File: src/hdl/mtsp_pkg.sv
package mtsp_pkg;

    localparam int SAMPLE_BITS_DEF    = 16;
    localparam int GAIN_FRAC_BITS_DEF = 15;

    localparam int PAN_BITS       = 16;
    localparam int CFG_INDEX_BITS = 2;
    localparam int CFG_DATA_BITS  = 16;

    // register indexes on the configuration channel
    localparam logic [CFG_INDEX_BITS-1:0] REG_PAN_POSITION = 2'd0;
    localparam logic [CFG_INDEX_BITS-1:0] REG_PAN_LAW      = 2'd1;

    typedef enum logic [1:0] {
        LAW_LINEAR = 2'd0,
        LAW_CPOW   = 2'd1,
        LAW_SQRT   = 2'd2,
        LAW_FIXED  = 2'd3
    } pan_law_t;

    typedef enum logic [3:0] {
        G_IDLE,
        G_SQUARE,
        G_SQUARE_WB,
        G_HORNER_MUL,
        G_HORNER_ACC,
        G_FINAL_MUL,
        G_SIN_DONE,
        G_SQRT_STEP,
        G_SQRT_DONE
    } gain_state_t;

    typedef struct packed {
        logic                start;
        logic [PAN_BITS-1:0] pan;
        pan_law_t            law;
    } gain_req_t;

    // sin(pi/2 * w/65536) odd polynomial, Q30 coefficients
    localparam logic signed [31:0] C_A1 = 32'sd1686629713;
    localparam logic signed [31:0] C_A3 = 32'sd693598668;
    localparam logic signed [31:0] C_A5 = 32'sd85569306;
    localparam logic signed [31:0] C_A7 = 32'sd5026995;
    localparam logic signed [31:0] C_A9 = 32'sd172272;

    // constant added after each Horner multiply
    function automatic logic signed [31:0] horner_coef(input logic [1:0] step);
        logic signed [31:0] c;
        case (step)
            2'd0:    c = -C_A7;
            2'd1:    c = C_A5;
            2'd2:    c = -C_A3;
            default: c = C_A1;
        endcase
        return c;
    endfunction

endpackage

File: src/hdl/mtsp_gain_unit.sv
module mtsp_gain_unit #(
    parameter int GAIN_FRAC_BITS = mtsp_pkg::GAIN_FRAC_BITS_DEF
) (
    input  logic                  aclk,
    input  logic                  aresetn,
    input  mtsp_pkg::gain_req_t   req,
    output logic                  busy,
    output logic [GAIN_FRAC_BITS:0] left_gain,
    output logic [GAIN_FRAC_BITS:0] right_gain
);
    import mtsp_pkg::*;

    localparam int GW       = GAIN_FRAC_BITS + 1;
    localparam int NW       = 2 * GAIN_FRAC_BITS + 1;
    localparam int SQ_SHIFT = 2 * GAIN_FRAC_BITS - 16;
    localparam int LW       = 17 + GAIN_FRAC_BITS + 1;

    localparam logic [GW-1:0] GAIN_ONE   = GW'(1) << GAIN_FRAC_BITS;
    localparam logic [GW-1:0] GAIN_FIXED =
        GW'((707 * (1 << GAIN_FRAC_BITS) + 500) / 1000);
    localparam logic [NW-1:0] SQ_BIT_TOP = NW'(1) << (NW - 1);
    localparam logic [30:0]   SIN_ONE    = 31'h4000_0000;
    localparam logic [31:0]   SIN_HALF   = 32'(1) << (29 - GAIN_FRAC_BITS);

    gain_state_t        state_reg, state_next;
    logic               side_reg, side_next;      // 0 right, 1 left
    logic [16:0]        w_reg, w_next;
    logic [30:0]        s_reg, s_next;
    logic signed [31:0] r_reg, r_next;
    logic [1:0]         k_reg, k_next;
    logic [62:0]        prod_reg, prod_next;
    logic [NW-1:0]      sq_n_reg, sq_n_next;
    logic [NW-1:0]      sq_r_reg, sq_r_next;
    logic [NW-1:0]      sq_bit_reg, sq_bit_next;
    logic [GW-1:0]      left_gain_reg, left_gain_next;
    logic [GW-1:0]      right_gain_reg, right_gain_next;

    logic [16:0]        u;
    logic [16:0]        u_left;
    logic [LW-1:0]      lin_sum;
    logic [GW-1:0]      lin_right;
    logic [31:0]        mag_r;
    logic [31:0]        mul_a;
    logic [30:0]        mul_b;
    logic signed [34:0] term;
    logic signed [34:0] horner_sum;
    logic [32:0]        res_mag;
    logic [30:0]        res_clamped;
    logic [31:0]        res_rounded;
    logic [GW-1:0]      sin_gain;
    logic [NW-1:0]      sq_trial;
    logic [GW-1:0]      sqrt_gain;
    logic               right_side_done;

    // offset-binary pan: u = pan + 32768
    assign u      = {1'b0, ~req.pan[PAN_BITS-1], req.pan[PAN_BITS-2:0]};
    assign u_left = 17'h1_0000 - u;

    assign lin_sum   = (LW'(u) << GAIN_FRAC_BITS) + LW'(32768);
    assign lin_right = lin_sum[16 +: GW];

    assign mag_r = r_reg[31] ? 32'(-r_reg) : 32'(r_reg);

    always_comb begin
        case (state_reg)
            G_SQUARE: begin
                mul_a = 32'(w_reg);
                mul_b = 31'(w_reg);
            end
            G_HORNER_MUL: begin
                mul_a = mag_r;
                mul_b = s_reg;
            end
            default: begin
                mul_a = mag_r;
                mul_b = 31'(w_reg);
            end
        endcase
    end

    // truncation toward zero: shift the magnitude, then restore the sign
    assign term = r_reg[31] ? -$signed({2'b00, prod_reg[62:30]})
                            :  $signed({2'b00, prod_reg[62:30]});
    assign horner_sum = term + 35'(horner_coef(k_reg));

    assign res_mag = prod_reg[48:16];
    always_comb begin
        if (r_reg[31]) begin
            res_clamped = '0;
        end else if (res_mag > 33'(SIN_ONE)) begin
            res_clamped = SIN_ONE;
        end else begin
            res_clamped = res_mag[30:0];
        end
    end
    assign res_rounded = 32'(res_clamped) + SIN_HALF;
    assign sin_gain    = GW'(res_rounded >> (30 - GAIN_FRAC_BITS));

    assign sq_trial  = sq_r_reg + sq_bit_reg;
    assign sqrt_gain = GW'(sq_r_reg + NW'(sq_n_reg > sq_r_reg));

    assign right_side_done = !side_reg;

    // next state
    always_comb begin
        state_next = state_reg;
        case (state_reg)
            G_IDLE: begin
                if (req.start) begin
                    case (req.law)
                        LAW_CPOW: state_next = G_SQUARE;
                        LAW_SQRT: state_next = G_SQRT_STEP;
                        default:  state_next = G_IDLE;
                    endcase
                end
            end
            G_SQUARE:     state_next = G_SQUARE_WB;
            G_SQUARE_WB:  state_next = G_HORNER_MUL;
            G_HORNER_MUL: state_next = G_HORNER_ACC;
            G_HORNER_ACC: state_next = (k_reg == 2'd3) ? G_FINAL_MUL : G_HORNER_MUL;
            G_FINAL_MUL:  state_next = G_SIN_DONE;
            G_SIN_DONE:   state_next = right_side_done ? G_SQUARE : G_IDLE;
            G_SQRT_STEP:  state_next = sq_bit_reg[0] ? G_SQRT_DONE : G_SQRT_STEP;
            G_SQRT_DONE:  state_next = right_side_done ? G_SQRT_STEP : G_IDLE;
            default:      state_next = G_IDLE;
        endcase
    end

    // datapath updates
    always_comb begin
        side_next       = side_reg;
        w_next          = w_reg;
        s_next          = s_reg;
        r_next          = r_reg;
        k_next          = k_reg;
        prod_next       = prod_reg;
        sq_n_next       = sq_n_reg;
        sq_r_next       = sq_r_reg;
        sq_bit_next     = sq_bit_reg;
        left_gain_next  = left_gain_reg;
        right_gain_next = right_gain_reg;
        case (state_reg)
            G_IDLE: begin
                side_next   = 1'b0;
                w_next      = u;
                sq_n_next   = NW'(u) << SQ_SHIFT;
                sq_r_next   = '0;
                sq_bit_next = SQ_BIT_TOP;
                if (req.start) begin
                    case (req.law)
                        LAW_LINEAR: begin
                            right_gain_next = lin_right;
                            left_gain_next  = GAIN_ONE - lin_right;
                        end
                        LAW_FIXED: begin
                            right_gain_next = GAIN_FIXED;
                            left_gain_next  = GAIN_FIXED;
                        end
                        default: ;
                    endcase
                end
            end
            G_SQUARE, G_HORNER_MUL, G_FINAL_MUL: begin
                prod_next = 63'(mul_a) * 63'(mul_b);
            end
            G_SQUARE_WB: begin
                s_next = prod_reg[32:2];
                r_next = C_A9;
                k_next = 2'd0;
            end
            G_HORNER_ACC: begin
                r_next = horner_sum[31:0];
                k_next = k_reg + 2'd1;
            end
            G_SIN_DONE: begin
                if (right_side_done) begin
                    right_gain_next = sin_gain;
                    side_next       = 1'b1;
                    w_next          = u_left;
                end else begin
                    left_gain_next = sin_gain;
                end
            end
            G_SQRT_STEP: begin
                if (sq_n_reg >= sq_trial) begin
                    sq_n_next = sq_n_reg - sq_trial;
                    sq_r_next = (sq_r_reg >> 1) + sq_bit_reg;
                end else begin
                    sq_r_next = sq_r_reg >> 1;
                end
                sq_bit_next = sq_bit_reg >> 2;
            end
            G_SQRT_DONE: begin
                if (right_side_done) begin
                    right_gain_next = sqrt_gain;
                    side_next       = 1'b1;
                    sq_n_next       = NW'(u_left) << SQ_SHIFT;
                    sq_r_next       = '0;
                    sq_bit_next     = SQ_BIT_TOP;
                end else begin
                    left_gain_next = sqrt_gain;
                end
            end
            default: ;
        endcase
    end

    always_ff @(posedge aclk) begin
        if (!aresetn) begin
            state_reg <= G_IDLE;
        end else begin
            state_reg <= state_next;
        end
        side_reg       <= side_next;
        w_reg          <= w_next;
        s_reg          <= s_next;
        r_reg          <= r_next;
        k_reg          <= k_next;
        prod_reg       <= prod_next;
        sq_n_reg       <= sq_n_next;
        sq_r_reg       <= sq_r_next;
        sq_bit_reg     <= sq_bit_next;
        left_gain_reg  <= left_gain_next;
        right_gain_reg <= right_gain_next;
    end

    assign busy       = (state_reg != G_IDLE);
    assign left_gain  = left_gain_reg;
    assign right_gain = right_gain_reg;

    a_start_only_idle: assert property (@(posedge aclk) disable iff (!aresetn)
        req.start |-> state_reg == G_IDLE)
        else $error("gain recompute requested while busy");

    a_sqrt_bit_live: assert property (@(posedge aclk) disable iff (!aresetn)
        state_reg == G_SQRT_STEP |-> $onehot(sq_bit_reg))
        else $error("square root bit lost");

endmodule

File: config.mk
export PLATFORM = sky130hd
export DESIGN_NAME = mtsp_gain_unit
export DESIGN_NICKNAME = d
export VERILOG_FILES = /design/src/hdl/mtsp_pkg.sv /design/src/hdl/mtsp_gain_unit.sv
export SDC_FILE = /design/constraint.sdc
export NUM_CORES = 2
export LEC_CHECK = 0
export ABC_AREA = 1
export BUFFER_PORTS_ARGS = -buffer_cell sky130_fd_sc_hd__buf_2
export CORE_MARGIN = 2
export CORE_UTILIZATION = 65
export CTS_CLUSTER_SIZE = 12
export DETAILED_ROUTE_END_ITERATION = 6
export PLACE_DENSITY = 0.81
export SETUP_SLACK_MARGIN = 0.5
export SLEW_MARGIN = 20
export SYNTH_ARGS = -nofsm -noshare
export SYNTH_HDL_FRONTEND = slang
export SYNTH_SLANG_ARGS = --single-unit
File: constraint.sdc
create_clock -name aclk -period 10.8 [get_ports aclk]
set_clock_uncertainty 0.2 [all_clocks]
set_input_delay 1.08 -clock aclk [delete_from_list [all_inputs] [get_ports aclk]]
set_output_delay 1.08 -clock aclk [all_outputs]
set_load 0.005 [all_outputs]
==> flow_metrics.env <==
export IMPL_worstSkewPairLatency_ps=610
export IMPL_utilization=0.685
export IMPL_grt_use_met1=0.570
export IMPL_fill_cells=6618
export IMPL_yosysTopAreaCellShare=0.336
export IMPL_cp_end_kind="flip-flop"
export IMPL_clkSlewWorstSetupHoldPaths_ps=60
export IMPL_syn_cell_area_sq_um=51600
export IMPL_grt_pass1_wl_um=269000
export IMPL_num_vias=45000
export IMPL_viasPerCell=6.00
export IMPL_drt_iter0_markers=4949
export IMPL_synth_area_leaders="fa_1 34%, edfxtp_1 15%, ha_1 9.3%"
export IMPL_violations="design-rule violations"
export IMPL_die_y_um=286
export IMPL_dieArea_sq_um=81600
export IMPL_yosysWarnings=0
export IMPL_area_growth_pct=4.62
export IMPL_relSlewSlack=0.205
export IMPL_drive_above_1_share=0.0472
export IMPL_clock_path_buffers=3
export IMPL_diodes=0
export IMPL_fin_area_sq_um=54000
export IMPL_multiInputGateArea_sq_um=38100
export IMPL_critPathKind="flip-flop to flip-flop"
export IMPL_drc=1
export IMPL_critPathBufInv=11
export IMPL_first_pass_iters=7
export IMPL_netlist_instances=6459
export IMPL_rows=103
export IMPL_placed_cell_area_sq_um=53100
export IMPL_cts_setup_buffers=0
export IMPL_ant_nets=0
export IMPL_start_util=0.655
export IMPL_crit_family="adder cells"
export IMPL_ff_latch_area_sq_um=7680
export IMPL_critPathMaxFanout=22
export IMPL_tns_ps=0
export IMPL_ys_seq_elements=257
export IMPL_grt_max_degree=61
export IMPL_rsz0062_at_grt="no"
export IMPL_grt_pass1_vias=46000
export IMPL_ys_types=63
export IMPL_globalplace_congestion=1.07
export IMPL_slew_viol_final=0
export IMPL_start_kind="flip-flop"
export IMPL_ios=54
export IMPL_core_area_sq_um=78700
export IMPL_post_route_period_util=0.926
export IMPL_critical_path_arrival_ps=10190
export IMPL_status="finished, violations left"
export IMPL_setup_viol=0
export IMPL_gr_total_overflow=0
export IMPL_critPathSlowestCell="nor4_1"
export IMPL_required_ps=10990
export IMPL_avgSynthCellArea_sq_um=7.99
export IMPL_clkSinkCount=257
export IMPL_wl_per_cell_um=23.4
export IMPL_htree_levels=1
export IMPL_wl_um=175000
export IMPL_largest_reg_flops=60
export IMPL_dp_hpwl_um=143000
export IMPL_path_common_cell="fa_1"
export IMPL_gr_usage_met2=0.679
export IMPL_cp_slowest_stage_delay_ps=700
export IMPL_min_path_type="flip-flop to flip-flop"
export IMPL_cap_violations=0
export IMPL_busiest_layer="met2"
export IMPL_min_period_ps=10000
export IMPL_syn_nets=7732
export IMPL_grt_use_total=0.439
export IMPL_worstMarginPinSlew_ps=1190
export IMPL_antenna_found_initial=1
export IMPL_dieWidth_um=286
export IMPL_async_flop_share=0
export IMPL_port_buffers=53
export IMPL_finalNetCount=7717
export IMPL_yosysTopAreaCell="fa_1"
export IMPL_hold_viol_final=0
export IMPL_max_freq_mhz=100
export IMPL_groute_layer_met3_usage=0.106
export IMPL_synth_seq_area_share=0.149
export IMPL_whs_ps=218
export IMPL_synth_flop_cell="edfxtp_1"
export IMPL_cts_tree="yes"
export IMPL_cts_buffers=28
export IMPL_cts_root_buffer="clkbuf_16"
export IMPL_synth_edf_count=253
## final timing paths
kind	startpoint	to	slack [ps]	cells past startpoint
max	r_reg[0]$_SDFFCE_PN0P_	prod_reg[51]$_DFFE_PP_	800	35
min	prod_reg[5]$_DFFE_PP_	s_reg[3]$_DFFE_PP_	220	0
max reg2reg	r_reg[0]$_SDFFCE_PN0P_	prod_reg[51]$_DFFE_PP_	800	35
min reg2reg	prod_reg[5]$_DFFE_PP_	s_reg[3]$_DFFE_PP_	220	0
## layer usage
layer,part of all wire,wire length [um],up-vias
met2,0.44,77400,2849
met3,0.12,20700,550
met5,0.000068,12,-
li1,-,-,19800
met4,0.071,12500,2
met1,0.37,64800,21800
## repair_timing
item	CTS	global route
endpoints found under the setup margin	0	8
hold buffers	0	0
resized for setup	0	2
## cell families (layout without fill, tap and decap cells)
logic type	count (synthesis)	after routing	share of synthesized area
xor+xnor	182	182	0.0309
simple gates	2631	2631	0.210
buf+inv	1512	1512	0.113
compound gates	625	625	0.0680
flops	257	257	0.149
fa+ha+maj	1252	1252	0.430
## Yosys cell counts (all sizes together), types with 25 or more instances
library cell  count
xor2            120
nand3           255
nor3             49
a21oi           237
buf              69
o21ai           252
nand2          1225
ha              385
inv            1292
a21o             29
clkbuf          135
a31oi            25
fa              867
nor4             25
edfxtp          253
nand4            71
nor2            965
xnor2            62
## cell usage in the layout (no fill, tap or decap), drive strengths merged, types with 49 or more instances in the layout
| cell | count |
|---|---|
| nor3 | 49 |
| xnor2 | 62 |
| nand3 | 255 |
| xor2 | 120 |
| nor2 | 965 |
| edfxtp | 253 |
| nand2 | 1225 |
| fa | 867 |
| a21oi | 237 |
| o21ai | 252 |
| buf | 159 |
| nand4 | 71 |
| inv | 1292 |
| ha | 385 |
## worst register-to-register path, delay by kind of cell, from the launching register on
| kind | cells | cell delay [ps] |
|---|---|---|
| buffers and inverters | 11 | 1830 |
| AO/OA/AOI/OAI | 2 | 240 |
| flip-flops | 1 | 430 |
| XOR/XNOR | 2 | 430 |
| AND/OR/NAND/NOR | 10 | 2020 |
| adder cells (fa/ha/maj) | 10 | 4690 |
## metrics by stage
step	setup slack [ps]	instances
finish	796	7509
global route	583	7509
CTS	927	7509
detailed placement	974	7464
global placement	967	7464
floorplan	2760	6459
## area by class of cell
| class | count | area share |
|---|---|---|
| clock buffers | 34 | 0.0134 |
| clock inverters | 11 | 0.00260 |
| inverters | 1308 | 0.0910 |
| multi-input cells | 4690 | 0.707 |
| flip-flops and latches | 257 | 0.142 |
| well taps | 1050 | 0.0243 |
| repair buffers | 159 | 0.0197 |
Power is not shown: default switching activity piles up to over one toggle a cycle in this logic, so the estimate is an artifact.
